[src/rtl/scfd_pkg.sv]
// ----------------------------------------------------------------------------
// scfd_pkg
// Shared constants for the sum-checked frame deframer: buffer geometry,
// register indexes, drop codes and stream widths.
// ----------------------------------------------------------------------------
package scfd_pkg;

	// frame byte store
	localparam int BUF_BYTES = 512;
	localparam int ADDR_W    = $clog2(BUF_BYTES);
	localparam int WP_W      = ADDR_W + 1;

	// frame layout
	localparam int HDR_BYTES  = 11;
	localparam int DATA_HEAD  = 10;
	localparam int ADDR_BYTES = 6;
	localparam int RIDX_W     = 9;
	// payload read position: header offset plus read index
	localparam int POS_W      = ((ADDR_W > RIDX_W) ? ADDR_W : RIDX_W) + 1;

	// configuration port
	localparam int CFG_IDX_W = 2;
	localparam int CFG_W     = 9;
	localparam logic [CFG_IDX_W-1:0] REG_START_BYTE = 2'd0;
	localparam logic [CFG_IDX_W-1:0] REG_END_BYTE   = 2'd1;
	localparam logic [CFG_IDX_W-1:0] REG_MAX_LEN    = 2'd2;
	localparam logic [7:0] START_BYTE_RST = 8'h68;
	localparam logic [7:0] END_BYTE_RST   = 8'h16;
	localparam logic [8:0] MAX_LEN_RST    = 9'd501;

	// drop reasons
	localparam logic [2:0] DROP_NONE   = 3'd0;
	localparam logic [2:0] DROP_START2 = 3'd1;
	localparam logic [2:0] DROP_LEN    = 3'd2;
	localparam logic [2:0] DROP_SUM    = 3'd3;
	localparam logic [2:0] DROP_END    = 3'd4;
	localparam logic [2:0] DROP_OVF    = 3'd5;

	// opcodes
	localparam logic OP_FEED = 1'b0;
	localparam logic OP_READ = 1'b1;

	// stream widths
	localparam int IN_W  = 24;
	localparam int RES_W = 157;
	localparam int OUT_W = 160;

endpackage

[src/rtl/sum_checked_frame_deframer.sv]
// ----------------------------------------------------------------------------
// sum_checked_frame_deframer
// Byte-serial parser for sum-checked link frames with a payload byte store.
// ----------------------------------------------------------------------------
// Usage
//   Input stream (s_*): one transaction per byte. s_tuser is the opcode:
//   feed carries a received byte in s_tdata, read carries a payload index.
//   Output stream (m_*): exactly one result transaction per input
//   transaction, in order: frame_done, drop_reason, header fields of a good
//   frame, and the buffered payload byte for a read.
//   Frame bytes are written to a 512-byte synchronous RAM as they arrive;
//   header fields are also latched in registers and reported on the end byte.
//   The parse step and the RAM read are registered first, and the result
//   is then registered in the output register.
//   Throughput is one transaction per cycle while m_tready stays high; the
//   RAM's single write and single read port take one byte each cycle.
//   When m_tready is low the result waits in the output register, one more
//   item waits in the parse stage, and s_tready drops after that.
//   Reset returns the parser to hunting and loads the register defaults;
//   the byte store is not cleared, so reads are meaningful only for
//   positions written by an earlier frame.
//   Configuration writes (cfg_we, cfg_addr, cfg_wdata) take effect at once
//   and are expected only while the block is idle.
// ----------------------------------------------------------------------------
module sum_checked_frame_deframer (
	input  logic                          clk,
	input  logic                          arst_n,
	// input stream
	input  logic                          s_tvalid,
	output logic                          s_tready,
	input  logic [scfd_pkg::IN_W-1:0]     s_tdata,  // rx_byte[7:0], read_index[16:8]
	input  logic                          s_tuser,  // opcode
	// result stream
	output logic                          m_tvalid,
	input  logic                          m_tready,
	// frame_done[0], drop_reason[3:1], station_addr[51:4], ctrl_code[59:52],
	// time_stamp[107:60], device_kind[115:108], data_id[131:116],
	// seq_num[139:132], body_bytes[148:140], read_data[156:149]
	output logic [scfd_pkg::OUT_W-1:0]    m_tdata,
	// configuration
	input  logic                          cfg_we,
	input  logic [scfd_pkg::CFG_IDX_W-1:0] cfg_addr,
	input  logic [scfd_pkg::CFG_W-1:0]    cfg_wdata
);

	// parser phases
	localparam logic [3:0] PH_HUNT   = 4'd0;
	localparam logic [3:0] PH_ADDR   = 4'd1;
	localparam logic [3:0] PH_START2 = 4'd2;
	localparam logic [3:0] PH_CTRL   = 4'd3;
	localparam logic [3:0] PH_LEN_LO = 4'd4;
	localparam logic [3:0] PH_LEN_HI = 4'd5;
	localparam logic [3:0] PH_DATA   = 4'd6;
	localparam logic [3:0] PH_SUM    = 4'd7;
	localparam logic [3:0] PH_END    = 4'd8;

	localparam int ADDR_W = scfd_pkg::ADDR_W;
	localparam int WP_W   = scfd_pkg::WP_W;
	localparam int POS_W  = scfd_pkg::POS_W;

	// configuration registers
	logic [7:0] start_byte_q;
	logic [7:0] end_byte_q;
	logic [8:0] max_len_q;

	// parser state
	logic [3:0]      phase_q, phase_n;
	logic [2:0]      addr_idx_q, addr_idx_n;
	logic [8:0]      body_count_q, body_count_n;
	logic [8:0]      body_len_q, body_len_n;
	logic [7:0]      sum_q, sum_n;
	logic [WP_W-1:0] wpos_q, wpos_n;

	// header shadow registers
	logic [47:0] addr_q;
	logic [7:0]  ctrl_q;
	logic [47:0] time_q;
	logic [7:0]  dev_q;
	logic [15:0] id_q;
	logic [7:0]  seq_q;

	// parse stage
	logic       valid_s1;
	logic       done_s1;
	logic [2:0] drop_s1;
	logic       read_s1;
	logic       oob_s1;
	logic [8:0] plen_s1;

	// output register
	logic               out_valid_q;
	logic [scfd_pkg::RES_W-1:0] out_q;

	// step results
	logic       done_n;
	logic [2:0] drop_n;
	logic       we;
	logic       re;
	logic [ADDR_W-1:0] raddr;
	logic [POS_W-1:0]  rpos;
	logic       oob_n;
	logic [7:0] rdata;
	logic       accept;
	logic       advance;
	logic       ovf;
	logic [7:0] rx_byte;
	logic [8:0] read_index;
	logic [8:0] len_full;
	logic       len_bad;
	logic [9:0] body_count_inc;

	assign rx_byte    = s_tdata[7:0];
	assign read_index = s_tdata[16:8];

	// handshakes
	assign advance  = valid_s1 && (!out_valid_q || m_tready);
	assign s_tready = !valid_s1 || advance;
	assign accept   = s_tvalid && s_tready;
	assign m_tvalid = out_valid_q;
	assign m_tdata  = {{(scfd_pkg::OUT_W - scfd_pkg::RES_W){1'b0}}, out_q};

	// overflow when the next store position is past the buffer
	assign ovf = (wpos_q >= WP_W'(scfd_pkg::BUF_BYTES));

	// length check on the high byte
	assign len_full       = {rx_byte[0], body_len_q[7:0]};
	assign len_bad        = (rx_byte[7:1] != 7'd0) ||
	                        (len_full < 9'(scfd_pkg::DATA_HEAD)) ||
	                        (len_full > max_len_q);
	assign body_count_inc = {1'b0, body_count_q} + 10'd1;

	// payload read address
	assign rpos  = POS_W'(scfd_pkg::HDR_BYTES + scfd_pkg::DATA_HEAD) +
	               POS_W'(read_index);
	assign oob_n = (rpos >= POS_W'(scfd_pkg::BUF_BYTES));
	assign raddr = rpos[ADDR_W-1:0];
	assign re    = accept && (s_tuser == scfd_pkg::OP_READ) && !oob_n;

	// parser next state for a feed transaction
	always_comb begin
		phase_n      = phase_q;
		addr_idx_n   = addr_idx_q;
		body_count_n = body_count_q;
		body_len_n   = body_len_q;
		sum_n        = sum_q;
		wpos_n       = wpos_q;
		done_n       = 1'b0;
		drop_n       = scfd_pkg::DROP_NONE;
		we           = 1'b0;
		case (phase_q)
			PH_HUNT: begin
				if (rx_byte == start_byte_q) begin
					we         = 1'b1;
					wpos_n     = WP_W'(1);
					sum_n      = rx_byte;
					addr_idx_n = 3'd0;
					phase_n    = PH_ADDR;
				end
			end
			PH_ADDR, PH_CTRL, PH_LEN_LO, PH_LEN_HI, PH_DATA: begin
				if (ovf) begin
					drop_n  = scfd_pkg::DROP_OVF;
					phase_n = PH_HUNT;
				end else begin
					we     = 1'b1;
					wpos_n = wpos_q + WP_W'(1);
					sum_n  = sum_q + rx_byte;
					case (phase_q)
						PH_ADDR: begin
							addr_idx_n = addr_idx_q + 3'd1;
							if (addr_idx_q == 3'(scfd_pkg::ADDR_BYTES - 1)) begin
								phase_n = PH_START2;
							end
						end
						PH_CTRL: begin
							phase_n = PH_LEN_LO;
						end
						PH_LEN_LO: begin
							body_len_n = {1'b0, rx_byte};
							phase_n    = PH_LEN_HI;
						end
						PH_LEN_HI: begin
							body_len_n   = len_full;
							body_count_n = 9'd0;
							if (len_bad) begin
								drop_n  = scfd_pkg::DROP_LEN;
								phase_n = PH_HUNT;
							end else begin
								phase_n = PH_DATA;
							end
						end
						default: begin
							body_count_n = body_count_inc[8:0];
							if (body_count_inc >= {1'b0, body_len_q}) begin
								phase_n = PH_SUM;
							end
						end
					endcase
				end
			end
			PH_START2: begin
				if (rx_byte != start_byte_q) begin
					drop_n  = scfd_pkg::DROP_START2;
					phase_n = PH_HUNT;
				end else if (ovf) begin
					drop_n  = scfd_pkg::DROP_OVF;
					phase_n = PH_HUNT;
				end else begin
					we      = 1'b1;
					wpos_n  = wpos_q + WP_W'(1);
					sum_n   = sum_q + rx_byte;
					phase_n = PH_CTRL;
				end
			end
			PH_SUM: begin
				if (rx_byte != sum_q) begin
					drop_n  = scfd_pkg::DROP_SUM;
					phase_n = PH_HUNT;
				end else begin
					phase_n = PH_END;
				end
			end
			PH_END: begin
				if (rx_byte == end_byte_q) begin
					done_n = 1'b1;
				end else begin
					drop_n = scfd_pkg::DROP_END;
				end
				phase_n = PH_HUNT;
			end
			default: begin
				phase_n = PH_HUNT;
			end
		endcase
		// any return to hunting clears the frame counters
		if (phase_n == PH_HUNT) begin
			addr_idx_n   = 3'd0;
			body_count_n = 9'd0;
			body_len_n   = 9'd0;
			sum_n        = 8'd0;
			wpos_n       = '0;
		end
	end

	// frame byte store
	scfd_ram #(
		.WIDTH (8),
		.DEPTH (scfd_pkg::BUF_BYTES)
	) u_store (
		.clk   (clk),
		.we    (accept && (s_tuser == scfd_pkg::OP_FEED) && we),
		.waddr (wpos_q[ADDR_W-1:0]),
		.wdata (rx_byte),
		.re    (re),
		.raddr (raddr),
		.rdata (rdata)
	);

	// configuration writes
	always_ff @(posedge clk or negedge arst_n) begin
		if (!arst_n) begin
			start_byte_q <= scfd_pkg::START_BYTE_RST;
			end_byte_q   <= scfd_pkg::END_BYTE_RST;
			max_len_q    <= scfd_pkg::MAX_LEN_RST;
		end else if (cfg_we) begin
			case (cfg_addr)
				scfd_pkg::REG_START_BYTE: start_byte_q <= cfg_wdata[7:0];
				scfd_pkg::REG_END_BYTE:   end_byte_q   <= cfg_wdata[7:0];
				scfd_pkg::REG_MAX_LEN:    max_len_q    <= cfg_wdata;
				default: ;
			endcase
		end
	end

	// parser state update
	always_ff @(posedge clk or negedge arst_n) begin
		if (!arst_n) begin
			phase_q      <= PH_HUNT;
			addr_idx_q   <= 3'd0;
			body_count_q <= 9'd0;
			body_len_q   <= 9'd0;
			sum_q        <= 8'd0;
			wpos_q       <= '0;
		end else if (accept && (s_tuser == scfd_pkg::OP_FEED)) begin
			phase_q      <= phase_n;
			addr_idx_q   <= addr_idx_n;
			body_count_q <= body_count_n;
			body_len_q   <= body_len_n;
			sum_q        <= sum_n;
			wpos_q       <= wpos_n;
		end
	end

	// header shadow capture at the store position of each header byte
	always_ff @(posedge clk) begin
		if (accept && (s_tuser == scfd_pkg::OP_FEED) && we) begin
			for (int i = 0; i < scfd_pkg::ADDR_BYTES; i++) begin
				if (wpos_q == WP_W'(1 + i)) begin
					addr_q[8*i +: 8] <= rx_byte;
				end
				if (wpos_q == WP_W'(scfd_pkg::HDR_BYTES + i)) begin
					time_q[8*i +: 8] <= rx_byte;
				end
			end
			if (wpos_q == WP_W'(8)) begin
				ctrl_q <= rx_byte;
			end
			if (wpos_q == WP_W'(scfd_pkg::HDR_BYTES + 6)) begin
				dev_q <= rx_byte;
			end
			if (wpos_q == WP_W'(scfd_pkg::HDR_BYTES + 7)) begin
				id_q[15:8] <= rx_byte;
			end
			if (wpos_q == WP_W'(scfd_pkg::HDR_BYTES + 8)) begin
				id_q[7:0] <= rx_byte;
			end
			if (wpos_q == WP_W'(scfd_pkg::HDR_BYTES + 9)) begin
				seq_q <= rx_byte;
			end
		end
	end

	// parse stage register
	always_ff @(posedge clk or negedge arst_n) begin
		if (!arst_n) begin
			valid_s1 <= 1'b0;
		end else if (s_tready) begin
			valid_s1 <= s_tvalid;
		end
	end

	// payload length is taken before the end byte clears the frame length
	always_ff @(posedge clk) begin
		if (accept) begin
			read_s1 <= (s_tuser == scfd_pkg::OP_READ);
			oob_s1  <= oob_n;
			done_s1 <= (s_tuser == scfd_pkg::OP_FEED) && done_n;
			drop_s1 <= (s_tuser == scfd_pkg::OP_FEED) ? drop_n : scfd_pkg::DROP_NONE;
			plen_s1 <= body_len_q - 9'(scfd_pkg::DATA_HEAD);
		end
	end

	// output register valid
	always_ff @(posedge clk or negedge arst_n) begin
		if (!arst_n) begin
			out_valid_q <= 1'b0;
		end else if (advance) begin
			out_valid_q <= 1'b1;
		end else if (m_tready) begin
			out_valid_q <= 1'b0;
		end
	end

	// result assembly; header fields only on a completed frame
	always_ff @(posedge clk) begin
		if (advance) begin
			out_q[0]       <= done_s1;
			out_q[3:1]     <= drop_s1;
			out_q[51:4]    <= done_s1 ? addr_q : 48'd0;
			out_q[59:52]   <= done_s1 ? ctrl_q : 8'd0;
			out_q[107:60]  <= done_s1 ? time_q : 48'd0;
			out_q[115:108] <= done_s1 ? dev_q : 8'd0;
			out_q[131:116] <= done_s1 ? id_q : 16'd0;
			out_q[139:132] <= done_s1 ? seq_q : 8'd0;
			out_q[148:140] <= done_s1 ? plen_s1 : 9'd0;
			out_q[156:149] <= (read_s1 && !oob_s1) ? rdata : 8'd0;
		end
	end

endmodule

[src/rtl/scfd_ram.sv]
// ----------------------------------------------------------------------------
// scfd_ram
// Generic single-clock RAM, one write port and one read port, read data
// registered and held while no read is issued.
// ----------------------------------------------------------------------------
module scfd_ram #(
	parameter int WIDTH = 8,
	parameter int DEPTH = 512
) (
	input  logic                     clk,
	input  logic                     we,
	input  logic [$clog2(DEPTH)-1:0] waddr,
	input  logic [WIDTH-1:0]         wdata,
	input  logic                     re,
	input  logic [$clog2(DEPTH)-1:0] raddr,
	output logic [WIDTH-1:0]         rdata
);

	logic [WIDTH-1:0] mem [DEPTH];

	// write and registered read
	always_ff @(posedge clk) begin
		if (we) begin
			mem[waddr] <= wdata;
		end
		if (re) begin
			rdata <= mem[raddr];
		end
	end

endmodule

[config.mk]
export PLATFORM = sky130hd
export DESIGN_NAME = sum_checked_frame_deframer
export DESIGN_NICKNAME = d
export VERILOG_FILES = /design/src/rtl/scfd_pkg.sv /design/src/rtl/sum_checked_frame_deframer.sv /design/src/rtl/scfd_ram.sv
export SDC_FILE = /design/constraint.sdc
export NUM_CORES = 2
export LEC_CHECK = 0
export ABC_AREA = 0
export ABC_CLOCK_PERIOD_IN_PS = 4410
export BUFFER_PORTS_ARGS = -buffer_cell sky130_fd_sc_hd__buf_2
export CORE_MARGIN = 2
export CORE_UTILIZATION = 57
export DETAILED_ROUTE_END_ITERATION = 8
export PLACE_DENSITY_LB_ADDON = 0.05
export SLEW_MARGIN = 15
export SYNTH_ARGS = -nofsm -noshare
export SYNTH_HDL_FRONTEND = slang
export SYNTH_SLANG_ARGS = --single-unit
export TNS_END_PERCENT = 20
[constraint.sdc]
create_clock -name clk -period 4.41 [get_ports clk]
set_clock_uncertainty 0.15 [all_clocks]
set_input_delay 0.882 -clock clk [delete_from_list [all_inputs] [get_ports clk]]
set_output_delay 0.882 -clock clk [all_outputs]
set_load 0.02 [all_outputs]
==> impl_metrics.ini <==
[timing]
setup_viol = 1
tightest_slew_ns = 1.46
period_needed_ns = 4.43
tns_ns = -0.0243
period_share_pct = 101
rsz0062_at_grt = true
fmax_mhz = 226
slew_viol_final = 0
max-slew-margin-rel_pct = 2.73
fin_ws_ns = -0.0243
hold_violations = 0

[detailed_routing]
vias_per_cell = 6.25
wl_mm = 445
drt-pass1-iter-count = 5
route.detailed.drc = 0
via_count = 88200
routedWlPerCell_um = 31.6
dr.first_iter.drc_count = 11000
final_antenna_net_count = 0

[critical_path]
critPathSlowestCell = xnor2_4
cp.arrival_ns = 4.98
end_kind = flip-flop
path_depth = 15
r2r-start = u_store.mem[382][3]
crit_fanout = 12
cp-start-kind = primary input
worstPathRequired_ns = 4.96
crit_chain = buf_2 > buf_4 > a21oi_2 > xnor2_4 > buf_12 > mux4_2 > a22oi_1 > buf_4 > a21oi_1 > buf_4 > nor4_1 > buf_4 > nand3_1 > buf_4 > or4_1
path_buf_inv = 7
critPathTopFamily = buffers and inverters
critPathKind = in -> reg
regToRegSetupSlack_ns = 0.35
ff2ff_path_depth = 11
cpPeakStageDelay_ns = 0.55
cpMostUsedCell = buf_4
timing.rr.end = u_store.rdata[3]

[synth]
ys_warn_count = 0
async_flop_share_pct = 1.56
synth.avg_cell_area_sq_um = 21.0
ys_seq_area_share_pct = 77.1
ys.flop_type = edfxtp_1
yosysUniqueCellTypes = 72
synth-edff-count = 4412
synth_cells = 8283
synth.area.top_cells = edfxtp_1, mux4_2, nor2_1
yosys.area.top_type = edfxtp_1
yosys.area.top_type_share_pct = 76.1
netlist_area_sq_mm = 0.174
synth-seq-cells = 4482

[clock_tree]
cts_tree = done
clkLatencyLatePin_ns = 0.97
cts.path.max_buffers = 4
clock-root-buffer = clkbuf_16
post_cts_buffers = 0
cts_buffers = 445
clock-sinks = 4482
htree_num_levels = 5
clkSlewWorstSetupHoldPaths_ns = 0.06

[die]
initial_core_util_pct = 57.4
rows = 202
dieArea_sq_mm = 0.310
die_w_um = 557
die_y_um = 557
fp.coreArea_sq_mm = 0.304
io_pins = 203

[hold_path]
whs_path_depth = 2
hold_path.class = in -> reg
whs_endpoint = max_len_q[8]
hp-start = cfg_wdata[8]

[global_route]
antenna_found_initial = 18
grt_pass1_vias = 88900
grt_pass1_wl_mm = 639
grt_usage_pct = 28.9
grt_max_degree = 187
gr-total-overflow = 0

[power_and_ir_drop]
peakVddDrop_uv = 439
swShare_pct = 22.5
p_clk_share_pct = 40.2
power_density_mw_per_mm2 = 454
p_leak_uw = 0.0669
power_frac_seq_pct = 51.3
internal-power_uw = 71400
p_comb_share_pct = 8.5
power.net_switching_uw = 20800

[place]
place_congestion = 0.864
dpl.hpwl_mm = 274
io_buffers = 192
placed_cells = 13300

[finish]
syn_to_final_growth_pct = 16.7
final_common_cell = edfxtp_1
nets = 9703
stdcell_count = 14100
drive_gt1_share_pct = 32.8
most-common-layout-cells = edfxtp_1, mux4_2, buf_4

[status]
status = complete, but fails checks
violations = negative setup slack

[job]
drv_cap = 0
synth_stat cells, drive strengths merged (13+ instances only):
| cell type | count |
|---|---|
| clkbuf | 262 |
| o21ai | 41 |
| a2111oi | 16 |
| xnor2 | 25 |
| inv | 34 |
| nor2 | 588 |
| mux4 | 1174 |
| nand4 | 15 |
| and3 | 43 |
| xor2 | 16 |
| nand2 | 493 |
| nor4 | 31 |
| o31ai | 14 |
| and2 | 162 |
| a21o | 13 |
| dfrtp | 57 |
| nand3 | 188 |
| buf | 216 |
| a22oi | 33 |
| edfxtp | 4412 |
| o22ai | 14 |
| a31oi | 28 |
| dfstp | 13 |
| nor3 | 41 |
| a211oi | 26 |
| ha | 34 |
| mux2i | 57 |
| a22o | 14 |
| mux2 | 29 |
| a21oi | 68 |
cell type report:
class,count,area [sq um]
inverter,34,128
tap,4080,5100
fill,19700,100000
sequential,4482,134000
multi-input combinational,3291,38000
antenna,14,35.0
clock buffer,538,11700
clock inverter,289,2620
timing repair buffer,1373,11400
metal layers:
metal	GRT usage, %	routed length (um)
met1	41.4	178000
met2	47.4	222000
met4	8.63	13200
met3	3.65	32200
met5	0	13
power by group through the flow:
stage          clock (uW)  sequential (uW)  combinational (uW)
3_3_place_gp            0            48200                7760
5_1_grt             39100            47400                8290
3_5_place_dp            0            48200                7870
6_report            37000            47300                7840
2_1_floorplan           0            48300                4070
4_1_cts             37500            47300                7890
worst max-delay path by stage:
stage	from	to	slack, ns
after global placement	s_tdata[8]	u_store.rdata[4]	-1.02
after global routing	s_tdata[9]	u_store.rdata[3]	-0.11
final	s_tdata[9]	u_store.rdata[3]	-0.02
after CTS	s_tdata[8]	u_store.rdata[4]	0.00002
after detailed placement	s_tdata[8]	u_store.rdata[4]	-1.03
after floorplan	s_tdata[8]	u_store.rdata[0]	-0.02
state kept, by name, summed over array words and instances, names as in the netlist, 9 cells and up:
register      count
addr_q           48
plen_s1           9
out_q           157
id_q             16
time_q           48
body_len_q        9
wpos_q           10
body_count_q      9
max_len_q         9
u_store.mem    4096
stage by stage:
stage | util (%) | hold slack, ns | total power [uW] | instance area (sq um) | worst slack (ns)
finish | 66.9 | 0.0568 | 92200 | 203000 | -0.0243
global route | 66.9 | 0.0430 | 94800 | 203000 | -0.108
floorplan | - | 0.250 | 52400 | 174000 | -0.0188
detailed placement | 62.2 | 0.256 | 56100 | 189000 | -1.03
CTS | 66.9 | 0.00108 | 92700 | 203000 | 0.0000240
global placement | 62.2 | 0.258 | 56000 | 189000 | -1.02
logic make-up after synthesis:
group / Yosys count / share of synthesized area (%)
AOI/OAI and AO/OA: 311 / 1.21
xor gates and xnor gates: 41 / 0.210
adders and majority gates: 35 / 0.256
buffers and inverters: 512 / 1.32
DFF: 4482 / 77.1
muxes: 1260 / 15.7
other: 1 / 0.00215
and+or+nand+nor: 1641 / 4.23
repair_timing:
action | CTS | global route
endpoints found under the hold margin | 58 | 0
hold buffers | 2 | 0
resized for setup | 0 | 4
setup endpoints to repair | 0 | 5
Power figures use the tool's default switching activity.
